<file path="config.mk">
export PLATFORM = sky130hd
export DESIGN_NAME = condition_register_unit_top
export DESIGN_NICKNAME = d
export VERILOG_FILES = /design/src/cru_pkg.sv /design/src/condition_register_unit_top.sv /design/src/cru_exec.sv
export SDC_FILE = /design/constraint.sdc
export NUM_CORES = 1
export LEC_CHECK = 0
export ABC_AREA = 1
export BUFFER_PORTS_ARGS = -buffer_cell sky130_fd_sc_hd__buf_4
export CORE_MARGIN = 3
export CORE_UTILIZATION = 54
export CTS_BUF_LIST = sky130_fd_sc_hd__clkbuf_4
export CTS_CLUSTER_SIZE = 12
export DETAILED_ROUTE_END_ITERATION = 10
export MAX_ROUTING_LAYER = met4
export PLACE_DENSITY_LB_ADDON = 0.12
export REMOVE_ABC_BUFFERS = 1
export SLEW_MARGIN = 15
export SYNTH_ARGS = -nofsm -noshare
export SYNTH_HDL_FRONTEND = slang
export SYNTH_SLANG_ARGS = --single-unit
</file>
<file path="constraint.sdc">
create_clock -name clk -period 6.17 [get_ports clk]
set_clock_uncertainty 0.15 [all_clocks]
set_input_delay 0 -clock clk [delete_from_list [all_inputs] [get_ports clk]]
set_output_delay 0 -clock clk [all_outputs]
set_load 0.02 [all_outputs]
</file>
<file path="src/cru_pkg.sv">
// Shared types and constants for the condition register unit.
// Depends on nothing; used by cru_exec and condition_register_unit_top.
package cru_pkg;

  // Instruction codes carried in the opcode field.
  localparam logic [3:0] OP_CRAND  = 4'd0;
  localparam logic [3:0] OP_CRANDC = 4'd1;
  localparam logic [3:0] OP_CREQV  = 4'd2;
  localparam logic [3:0] OP_CRNAND = 4'd3;
  localparam logic [3:0] OP_CRNOR  = 4'd4;
  localparam logic [3:0] OP_CROR   = 4'd5;
  localparam logic [3:0] OP_CRORC  = 4'd6;
  localparam logic [3:0] OP_CRXOR  = 4'd7;
  localparam logic [3:0] OP_MCRF   = 4'd8;
  localparam logic [3:0] OP_MCRXR  = 4'd9;
  localparam logic [3:0] OP_MFCR   = 4'd10;
  localparam logic [3:0] OP_MTCRF  = 4'd11;
  localparam logic [3:0] OP_MFSPR  = 4'd12;
  localparam logic [3:0] OP_MTSPR  = 4'd13;

  // Special register numbers (low eight bits of the SPR field).
  localparam logic [7:0] SPR_XER = 8'd1;
  localparam logic [7:0] SPR_LR  = 8'd8;
  localparam logic [7:0] SPR_CTR = 8'd9;

  // XER bits copied to a CR field by mcrxr and then cleared.
  localparam logic [31:0] XER_CR_MASK = 32'hF000_0000;

  typedef struct packed {
    logic [3:0]  opcode;
    logic [4:0]  dest_sel;
    logic [4:0]  src_a_sel;
    logic [4:0]  src_b_sel;
    logic [7:0]  field_mask;
    logic [31:0] source_value;
  } in_item_t;

  typedef struct packed {
    logic        reg_write;
    logic [31:0] reg_value;
    logic        bad_spr;
    logic [31:0] cr_now;
    logic [31:0] xer_now;
    logic [31:0] link_now;
    logic [31:0] count_now;
  } out_item_t;

  // Architectural state of the unit.
  typedef struct packed {
    logic [31:0] cr;
    logic [31:0] xer;
    logic [31:0] lr;
    logic [31:0] ctr;
  } arch_t;

endpackage

</file>
<file path="src/condition_register_unit_top.sv">
// Condition register unit: executes CR logical, CR move and SPR move instructions.
// Depends on cru_pkg for types and constants and on cru_exec for the execute logic.
//
// Usage:
//   Items enter on in_valid/in_ready/in_data and each produces exactly one result
//   on out_valid/out_ready/out_data. A result carries the general register write
//   (if any), the bad SPR flag and the values of CR, XER, LR and CTR after the item.
//   An item is captured in the input register at acceptance, executes once the
//   result register is free or drains, and its result is registered there and
//   drives out_valid. Throughput is one item per cycle while the receiver does not
//   stall; the next item is taken while a result waits, and the only loop is the
//   update of the architectural registers. When the receiver stalls, the result
//   register holds its item, the input register keeps the next one, and in_ready
//   falls once both are full; nothing is dropped or repeated. Architectural state
//   changes only when an item executes, so items always see the state left by the
//   item before them. Reset (rst_n low, synchronous) clears CR, XER, LR and CTR to
//   zero and empties both registers.
module condition_register_unit_top (
  input  logic                clk,
  input  logic                rst_n,
  input  logic                in_valid,
  output logic                in_ready,
  input  cru_pkg::in_item_t   in_data,
  output logic                out_valid,
  input  logic                out_ready,
  output cru_pkg::out_item_t  out_data
);

  cru_pkg::in_item_t  in_item_r;
  logic               in_vld_r;
  cru_pkg::out_item_t out_item_r;
  logic               out_vld_r;
  cru_pkg::arch_t     arch_r;
  cru_pkg::arch_t     arch_nxt;
  cru_pkg::out_item_t out_item_nxt;
  logic               exec_go;

  // Execute when an item waits and the result register is free or drains now.
  assign exec_go  = in_vld_r && (!out_vld_r || out_ready);
  assign in_ready = !in_vld_r || exec_go;

  cru_exec u_exec (
    .item      (in_item_r),
    .state_cur (arch_r),
    .state_nxt (arch_nxt),
    .result    (out_item_nxt)
  );

  // Input register.
  always_ff @(posedge clk) begin
    if (!rst_n) begin
      in_vld_r <= 1'b0;
    end else if (in_ready) begin
      in_vld_r <= in_valid;
    end
    if (in_valid && in_ready) begin
      in_item_r <= in_data;
    end
  end

  // Architectural state and result register update together.
  always_ff @(posedge clk) begin
    if (!rst_n) begin
      arch_r    <= '0;
      out_vld_r <= 1'b0;
    end else begin
      if (exec_go) begin
        arch_r <= arch_nxt;
      end
      if (exec_go) begin
        out_vld_r <= 1'b1;
      end else if (out_ready) begin
        out_vld_r <= 1'b0;
      end
    end
    if (exec_go) begin
      out_item_r <= out_item_nxt;
    end
  end

  assign out_valid = out_vld_r;
  assign out_data  = out_item_r;

  // A shown result always matches the live architectural registers.
  a_state_match: assert property (@(posedge clk) disable iff (!rst_n)
    out_vld_r |-> (out_item_r.cr_now == arch_r.cr && out_item_r.xer_now == arch_r.xer &&
                   out_item_r.link_now == arch_r.lr && out_item_r.count_now == arch_r.ctr))
    else $error("result state differs from architectural registers");

  // A register write and an SPR error never come together.
  a_wr_bad: assert property (@(posedge clk) disable iff (!rst_n)
    out_vld_r |-> !(out_item_r.reg_write && out_item_r.bad_spr))
    else $error("register write flagged with bad SPR");

  // Without a register write the written value is zero.
  a_val_zero: assert property (@(posedge clk) disable iff (!rst_n)
    (out_vld_r && !out_item_r.reg_write) |-> (out_item_r.reg_value == 32'd0))
    else $error("nonzero value without register write");

  // State changes only on the cycle after an item executes.
  a_state_hold: assert property (@(posedge clk) disable iff (!rst_n)
    !exec_go |=> $stable(arch_r))
    else $error("architectural state changed without an item");

endmodule

</file>
<file path="src/cru_exec.sv">
// Execute logic of the condition register unit: next state and result of one item.
// Depends on cru_pkg for the item, result and state types and the opcode constants.
module cru_exec (
  input  cru_pkg::in_item_t  item,
  input  cru_pkg::arch_t     state_cur,
  output cru_pkg::arch_t     state_nxt,
  output cru_pkg::out_item_t result
);

  always_comb begin
    logic        bit_a;
    logic        bit_b;
    logic        bit_r;
    logic [4:0]  pos;
    logic [4:0]  dst_base;
    logic [4:0]  src_base;
    logic [31:0] wmask;
    logic [7:0]  spr;
    logic        wr;
    logic [31:0] val;
    logic        bad;

    state_nxt = state_cur;
    wr        = 1'b0;
    val       = '0;
    bad       = 1'b0;

    // CR bit n sits at bit 31-n of the packed register.
    bit_a = state_cur.cr[5'd31 - item.src_a_sel];
    bit_b = state_cur.cr[5'd31 - item.src_b_sel];
    pos   = 5'd31 - item.dest_sel;

    // Field f occupies bits 4*(7-f)+3 .. 4*(7-f).
    dst_base = {3'd7 - item.dest_sel[2:0], 2'b00};
    src_base = {3'd7 - item.src_a_sel[2:0], 2'b00};

    // Expand the mtcrf mask to one nibble per bit.
    for (int i = 0; i < 8; i++) begin
      wmask[4*i +: 4] = {4{item.field_mask[i]}};
    end

    spr = {item.src_b_sel[2:0], item.src_a_sel};

    unique case (item.opcode)
      cru_pkg::OP_CRAND:  bit_r = bit_a & bit_b;
      cru_pkg::OP_CRANDC: bit_r = bit_a & ~bit_b;
      cru_pkg::OP_CREQV:  bit_r = ~(bit_a ^ bit_b);
      cru_pkg::OP_CRNAND: bit_r = ~(bit_a & bit_b);
      cru_pkg::OP_CRNOR:  bit_r = ~(bit_a | bit_b);
      cru_pkg::OP_CROR:   bit_r = bit_a | bit_b;
      cru_pkg::OP_CRORC:  bit_r = bit_a | ~bit_b;
      default:            bit_r = bit_a ^ bit_b;
    endcase

    unique case (item.opcode)
      cru_pkg::OP_CRAND, cru_pkg::OP_CRANDC, cru_pkg::OP_CREQV, cru_pkg::OP_CRNAND,
      cru_pkg::OP_CRNOR, cru_pkg::OP_CROR, cru_pkg::OP_CRORC, cru_pkg::OP_CRXOR: begin
        state_nxt.cr[pos] = bit_r;
      end
      cru_pkg::OP_MCRF: begin
        state_nxt.cr[dst_base +: 4] = state_cur.cr[src_base +: 4];
      end
      cru_pkg::OP_MCRXR: begin
        state_nxt.cr[dst_base +: 4] = state_cur.xer[31:28];
        state_nxt.xer = state_cur.xer & ~cru_pkg::XER_CR_MASK;
      end
      cru_pkg::OP_MFCR: begin
        wr  = 1'b1;
        val = state_cur.cr;
      end
      cru_pkg::OP_MTCRF: begin
        state_nxt.cr = (state_cur.cr & ~wmask) | (item.source_value & wmask);
      end
      cru_pkg::OP_MFSPR: begin
        // An unknown SPR number flags an error and writes nothing.
        priority if (spr == cru_pkg::SPR_XER) begin
          wr  = 1'b1;
          val = state_cur.xer;
        end else if (spr == cru_pkg::SPR_LR) begin
          wr  = 1'b1;
          val = state_cur.lr;
        end else if (spr == cru_pkg::SPR_CTR) begin
          wr  = 1'b1;
          val = state_cur.ctr;
        end else begin
          bad = 1'b1;
        end
      end
      cru_pkg::OP_MTSPR: begin
        priority if (spr == cru_pkg::SPR_XER) begin
          state_nxt.xer = item.source_value;
        end else if (spr == cru_pkg::SPR_LR) begin
          state_nxt.lr = item.source_value;
        end else if (spr == cru_pkg::SPR_CTR) begin
          state_nxt.ctr = item.source_value;
        end else begin
          bad = 1'b1;
        end
      end
      default: begin
        // Unused codes leave everything as it is.
        wr = 1'b0;
      end
    endcase

    result.reg_write = wr;
    result.reg_value = val;
    result.bad_spr   = bad;
    result.cr_now    = state_nxt.cr;
    result.xer_now   = state_nxt.xer;
    result.link_now  = state_nxt.lr;
    result.count_now = state_nxt.ctr;
  end

endmodule

</file>
==> summary.md, run 1 <==
| Metric | Value |
|---|---|
| Status | `finished clean` |
| Die Span Y | `185 um` |
| Worst slew pin tran | `1.11 ns` |
| Mux contribution to synthesized area | `0%` |
| Post-synth top cells | `nand2_1 (464), inv_1 (314), edfxtp_1 (221)` |
| Crit path capture type | `flop` |
| DRC Markers | `0` |
| #FFs+latches synth | `351` |
| Layout cell share with drive strength beyond 1 | `17.4%` |
| FF-to-FF setup slack | `2.07 ns` |
| Vias in the first global route | `15,900` |
| CTS buffer count | `90` |
| Clock Latency Late Sink | `0.78 ns` |
| GRT Util Overall | `34.2%` |
| First-pass GRT wire length | `87,800 um` |
| Hold Crit Depth | `4` |
| HP Class | `primary input to flop` |
| Clock-pin slew on the worst setup and hold paths | `0.08 ns` |
| RSZ-0062 raised after global routing | `no` |
| DR WL met3 | `4700 um` |
| Area leader, netlist | `edfxtp_1` |
| Arr. time, crit path | `4.59 ns` |
| Number of port buffers | `226` |
| Critical path type | `flop to flop` |
| GRT overflow | `0` |
| Mapped Area | `17,200 um2` |
| Async S/R FF share, synth | `0%` |
| Via density | `5.56` |
| Crit-path max FO | `37` |
| Post-CTS setup buffer count | `0` |
| Die X | `185 um` |
| Synth Area in Compound Gates | `18.3%` |
| Simple-Gate Fraction of Synth Area | `17.7%` |
| Post-synth top area share | `38.5%` |
| Final setup viols | `0` |
| R2R cell count | `10` |
| Area of the die | `34,100 um2` |
| Fmax | `244 MHz` |
| Peak VDD IR | `0.290 mV` |
| Number of library cell types mapped by synthesis | `38` |
| Placement Rows | `64` |
| Post-synth EDFFs | `221` |
| H-tree depth | `3` |
| Main synth FF type | `edfxtp_1` |
| I/O pin count | `227` |
| Post-route ant nets | `0` |
| Area Growth Syn to Fin | `25.2%` |
| Initial core utilization | `55.5%` |
| Sequential fraction of the synthesis area | `53.6%` |
| Final min period | `4.10 ns` |
| Total of warnings raised by yosys | `0` |
| Clock sink count | `351` |
| Count of pins over their slew limit | `0` |
| Slew HR | `26.2%` |
| Final hold vios | `0` |
| Non-filler instance count after layout | `2,946` |
| Count leader, synth | `nand2_1` |
| Max Used Layer | `met4` |
| NumNets Final | `2,544` |
| CTS Root Cell | `clkbuf_4` |
| Adder-cell share of the synthesized area | `0.653%` |
| Detailed Place HPWL | `35,900 um` |
| Core area | `31,100 um2` |
| Largest family of logic cells by synthesized area | `compound AO/OA/AOI/OAI gates` |
| CP Launch Type | `flop` |
| Power Density | `263 nW/um2` |
| Initial antenna violation count | `1` |
| Met1 wire length | `23,700 um` |
| Tcrit/Tclk final | `66.5%` |
| Syn_area_per_cell | `8.15 um2` |
| Largest net degree at the start of global routing | `163` |
| Routed wl met2 | `26,800 um` |
| CP Launch Point | `in_item_r[46]` |
| WP data required | `6.66 ns` |
| Crit path to | `arch_r[68]` |
| CTS tree | `yes` |
| Synth area leaders | `edfxtp_1 (38%), dfxtp_1 (15%), nand2_1 (10%)` |
| Via count | `16,400` |
| Maxcap violations | `0` |
| WL per Instance | `19.4 um` |
| Initial DRC Count | `1,576` |
| Setup tns final | `0 ns` |
| GP Congestion | `1.02` |
| P_leak | `9.63 nW` |
| Post-synthesis xor/xnor area fraction | `0%` |
| Placed cells | `2,651` |
| Clk buf depth | `3` |
| Cells after Synth | `2,117` |
| Reg2reg start | `in_item_r[46]` |
| DR pass1 iterations | `6` |
| Fill cells | `2,421` |
| Reg-to-Reg End | `arch_r[68]` |
| DRT Wirelength | `57,200 um` |
## repair_timing
action,in CTS,in global routing
hold buffers,125,0
gates resized for setup,0,0
hold endpoints to repair,145,0
## critical path: stages (launching register included)
cell and delay [ns]:
edfxtp_1 0.84, inv_2 0.24, nand2_2 0.22, inv_1 0.11, nand3_4 0.13, clkinv_2 0.61
nand2_2 0.97, buf_4 0.36, o21ai_1 0.10, o21ai_0 0.14, inv_1 0.05
## registers in the layout, summed over array words and instances, names as in the netlist
register,count
arch_r,128
in_item_r,59
in_vld_r,1
out_data,162
out_valid,1
## placed cells by master (no fill, tap or decap), types with 5 or more instances in the layout
| cell | netlist | routed |
|---|---|---|
| nand2_1 | 464 | 462 |
| inv_1 | 314 | 311 |
| buf_4 | 3 | 242 |
| edfxtp_1 | 221 | 221 |
| a21oi_1 | 210 | 210 |
| nor2_1 | 169 | 169 |
| o21ai_0 | 152 | 152 |
| clkbuf_4 | 0 | 144 |
| dfxtp_1 | 130 | 130 |
| dlygate4sd3_1 | 0 | 125 |
| o21ai_1 | 88 | 88 |
| nand3_1 | 87 | 87 |
| o22ai_1 | 66 | 66 |
| o211ai_1 | 22 | 22 |
| o21a_1 | 20 | 20 |
| clkinv_1 | 0 | 15 |
| inv_2 | 10 | 13 |
| o21ai_2 | 13 | 13 |
| ha_1 | 9 | 9 |
| nand4_1 | 8 | 8 |
| nor2_2 | 6 | 6 |
| clkinv_2 | 1 | 5 |
## routing by layer
layer  track usage [%]  up-vias
met1              44.6     7573
li1                  -     7801
met4              13.5        0
met5                 -        -
met2              53.7      869
met3              5.94      151
## cell families (layout without fill, tap and decap cells)
logic type / count (synthesis) / count (layout)
simple gates: 750 / 750
compound gates: 577 / 577
buf+inv: 430 / 860
flops: 351 / 351
fa+ha+maj: 9 / 9
other cells: 0 / 3
## stage by stage
step	total power [mW]	hold slack [ns]	setup WS, ns	cell area (um2)	util [%]
2_1_floorplan	3.26	-0.0511	-2.94	16800	-
3_3_place_gp	3.55	0.0291	2.30	19100	61.5
3_5_place_dp	3.57	0.0293	2.24	19100	61.5
4_1_cts	5.69	0.00953	2.21	21600	69.5
5_1_grt	5.92	0.0527	1.74	21600	69.5
6_report	5.68	0.101	2.07	21600	69.5
## power breakdown
part / switching [mW] / internal (mW) / leakage, nW
Sequential: 0.104 / 2.66 / 3.18
Combinational: 0.539 / 0.301 / 5.73
Clock: 0.981 / 1.10 / 0.720
## layout make-up
cell class / instances / area, um2 / share of cell area (%)
diodes: 3 / 7.51 / 0.0348
clock buffers: 144 / 1080 / 5.01
clock inverters: 23 / 125 / 0.580
inverters: 325 / 1230 / 5.69
multi-input cells: 1336 / 6330 / 29.3
flip-flops and latches: 351 / 9240 / 42.8
well taps: 396 / 495 / 2.29
repair buffers: 368 / 3080 / 14.3
## worst min-delay path by stage
stage	from	slack [ns]	to
3_3_place_gp	in_data[31]	0.03	in_item_r[31]
6_report	rst_n	0.10	arch_r[97]
2_1_floorplan	in_data[0]	-0.05	in_item_r[0]
4_1_cts	rst_n	0.01	arch_r[108]
3_5_place_dp	in_data[15]	0.03	in_item_r[15]
5_1_grt	rst_n	0.05	arch_r[115]
Note: power is estimated with default switching activity, not from simulation.
==> inputs of run 2 (changes only) <==
==> constraint.sdc (replaced) <==
create_clock -name clk -period 3.4 [get_ports clk]
set_clock_uncertainty 0.15 [all_clocks]
set_input_delay 0 -clock clk [delete_from_list [all_inputs] [get_ports clk]]
set_output_delay 0 -clock clk [all_outputs]
set_load 0.02 [all_outputs]
==> run 2 against run 1 <==
Against the previous run: final cell count is 1.7% higher; sequential power is 81% higher; first-iteration DRC count rose by 30%; critical path depth increased by 10; cell area is 2.9% higher.
==> summary.md, run 2 (synthesized netlist as in run 1, its figures left out) <==
| Metric | Value |
|---|---|
| Maxcap violations | `0 (unchanged)` |
| Area Growth Syn to Fin | `28.7%` |
| Post-route ant nets | `0 (unchanged)` |
| DR pass1 iterations | `5 (-1)` |
| Setup ws final | `0.196 ns (-1.87 ns)` |
| Status | `finished clean` |
| H-tree depth | `3 (unchanged)` |
| Final setup viols | `0 (unchanged)` |
| Tcrit/Tclk final | `94.2% (+28 points)` |
| Crit path capture type | `flop` |
| Pre-CTS setup slack | `0.0305 ns (-2.20 ns)` |
| Vias in the first global route | `16,700 (+4.6%)` |
| Met1 wire length | `23,800 um (+0.39%)` |
| Clock sink count | `351 (unchanged)` |
| Arr. time, crit path | `3.61 ns (-0.98 ns)` |
| Power Density | `475 nW/um2 (+80%)` |
| Final min period | `3.20 ns (-0.900 ns)` |
| RSZ-0062 raised after global routing | `no` |
| Clock-pin slew on the worst setup and hold paths | `0.07 ns (about the same)` |
| Reg2reg start | `in_item_r[45]` |
| Detailed Place HPWL | `38,400 um (+7.0%)` |
| Fin util | `71.5% (+2.0 points)` |
| GRT Util Overall | `36.5% (+2.3 points)` |
| CTS buffer count | `89 (-1.1%)` |
| Placement Rows | `64 (unchanged)` |
| Crit-path max FO | `11 (-70%)` |
| R2R cell count | `20 (+10)` |
| Total chip power | `10.5 mW (+85%)` |
| NumNets Final | `2,594 (+2.0%)` |
| Routed wl met2 | `29,400 um (+9.7%)` |
| Max reg flops | `162 (unchanged)` |
| FF-to-FF setup slack | `0.20 ns (-1.87 ns)` |
| CTS tree | `yes` |
| DR WL met3 | `6020 um (+28%)` |
| Via density | `5.75 (+3.2%)` |
| Count of pins over their slew limit | `0 (unchanged)` |
| HP Class | `primary input to flop` |
| Internal Power | `7.49 mW (+85%)` |
| WL per Instance | `20.6 um (+6.1%)` |
| Reg-to-Reg End | `out_data[125]` |
| GP Congestion | `1.02 (-0.20%)` |
| CTS Root Cell | `clkbuf_4` |
| Logic pwr share | `16.2% (+1.4 points)` |
| Initial DRC Count | `2,047 (+30%)` |
| Number of port buffers | `226 (unchanged)` |
| Sw Share | `28.9% (+0.34 points)` |
| Worst slew pin tran | `0.806 ns (-0.301 ns)` |
| Largest net degree at the start of global routing | `173 (+6.1%)` |
| I/O pin count | `227 (unchanged)` |
| CP Launch Type | `flop` |
| Peak VDD IR | `0.421 mV (+45%)` |
| Most frequent cells in the layout | `nand2_1 (462), inv_1 (310), buf_4 (278)` |
| Die X | `185 um (unchanged)` |
| Max Used Layer | `met4` |
| Final hold vios | `0 (unchanged)` |
| Area of the die | `34,100 um2 (unchanged)` |
| Net switching power figure | `3.05 mW (+88%)` |
| Via count | `17,200 (+5.0%)` |
| Slew HR | `46.3% (+20 points)` |
| WP data required | `3.81 ns (-2.85 ns)` |
| Die Span Y | `185 um (unchanged)` |
| Critical path type | `flop to flop` |
| P_leak | `9.96 nW (+3.3%)` |
| Initial antenna violation count | `2 (+1)` |
| DRC Markers | `0 (unchanged)` |
| Hold_sp | `rst_n` |
| DRT Wirelength | `61,700 um (+7.9%)` |
| Post-CTS setup buffer count | `0 (unchanged)` |
| Initial core utilization | `55.5% (unchanged)` |
| Fmax | `312 MHz (+28%)` |
| Clk buf depth | `3 (unchanged)` |
| Most common cell after layout, fill and taps aside | `nand2_1` |
| Layout cell share with drive strength beyond 1 | `18.9% (+1.6 points)` |
| Clock Power Share | `36.4% (-0.2 points)` |
| Core area | `31,100 um2 (unchanged)` |
| Seq pwr share | `47.4% (-1.2 points)` |
| Hold Crit Depth | `4 (unchanged)` |
| Clock Latency Late Sink | `0.81 ns (+0.03 ns)` |
| CP Launch Point | `in_item_r[45]` |
| Hold EP | `arch_r[109]` |
| GRT overflow | `0 (unchanged)` |
| First-pass GRT wire length | `92,500 um (+5.4%)` |
-- run 2: changes by cell type in the layout (fill, tap and decap cells not counted), sizes merged --
cell         previous run  this run
dlygate4sd3           125       126
diode                   3         5
inv                   325       324
buf                   243       291
bufinv                  1         2
clkinv                 20        19
-- run 2: area by class of cell --
class                   count  area (um2)
diodes                      5        12.5
clock buffers             142        1070
multi-input cells        1336        6360
flip-flops and latches    351        9240
fillers                  2293        8860
clock inverters            22         144
inverters                 325        1230
well taps                 396         495
repair buffers            419        3660
-- run 2: worst max path at each step --
stage,to,slack (ns),cells after the start
floorplan,arch_r[100],-5.71,5
global placement,out_data[114],0.13,20
detailed placement,out_data[118],0.03,20
CTS,out_data[125],0.02,20
global route,out_data[119],0.002,21
finish,out_data[125],0.20,20
-- run 2: worst max-delay path: stages (launching register included) --
cell      delay (ns)
edfxtp_1        0.44
buf_4           0.22
nor2_4          0.18
inv_2           0.10
o21ai_0         0.20
o21ai_0         0.10
nor2_1          0.16
o22ai_2         0.13
ha_1            0.29
inv_1           0.05
nand2_1         0.06
nand3_1         0.07
nand2_1         0.07
nand3_2         0.09
nand2_4         0.14
buf_12          0.17
nand2_1         0.07
nand2_1         0.06
nand2_1         0.06
nand2_1         0.11
inv_1           0.06
-- run 2: what timing repair did --
item | in CTS | in global routing
hold buffers | 126 | 0
hold endpoints to repair | 227 | 0
endpoints found under the setup margin | 0 | 58
gates resized for setup | 0 | 10
-- run 2: power by group through the flow --
stage                     logic, mW  clock network, mW  registers [mW]
after detailed placement       1.48                  0            5.07
after CTS                      1.60               3.84            4.98
after floorplan               0.735                  0            5.18
final                          1.70               3.84            4.99
after global placement         1.44                  0            5.07
after global routing           1.84               4.12            5.02
-- run 2: per-stage QoR --
| step | std cells | setup TNS (ns) | hold slack (ns) | cell area (um2) |
|---|---|---|---|---|
| 5_1_grt | 2996 | 0 | 0.0462 | 22200 |
| 2_1_floorplan | 2012 | -1251.02 | -0.0511 | 16800 |
| 6_report | 2996 | 0 | 0.113 | 22200 |
| 4_1_cts | 2989 | 0 | 0.0146 | 22100 |
| 3_5_place_dp | 2699 | 0 | 0.0294 | 19600 |
| 3_3_place_gp | 2699 | 0 | 0.0283 | 19600 |
-- run 2: layer usage --
layer	track usage, %	vias up
li1	-	7929
met1	44.9	7972
met2	59.5	1115
met3	7.10	198
met4	14.9	0
met5	-	-
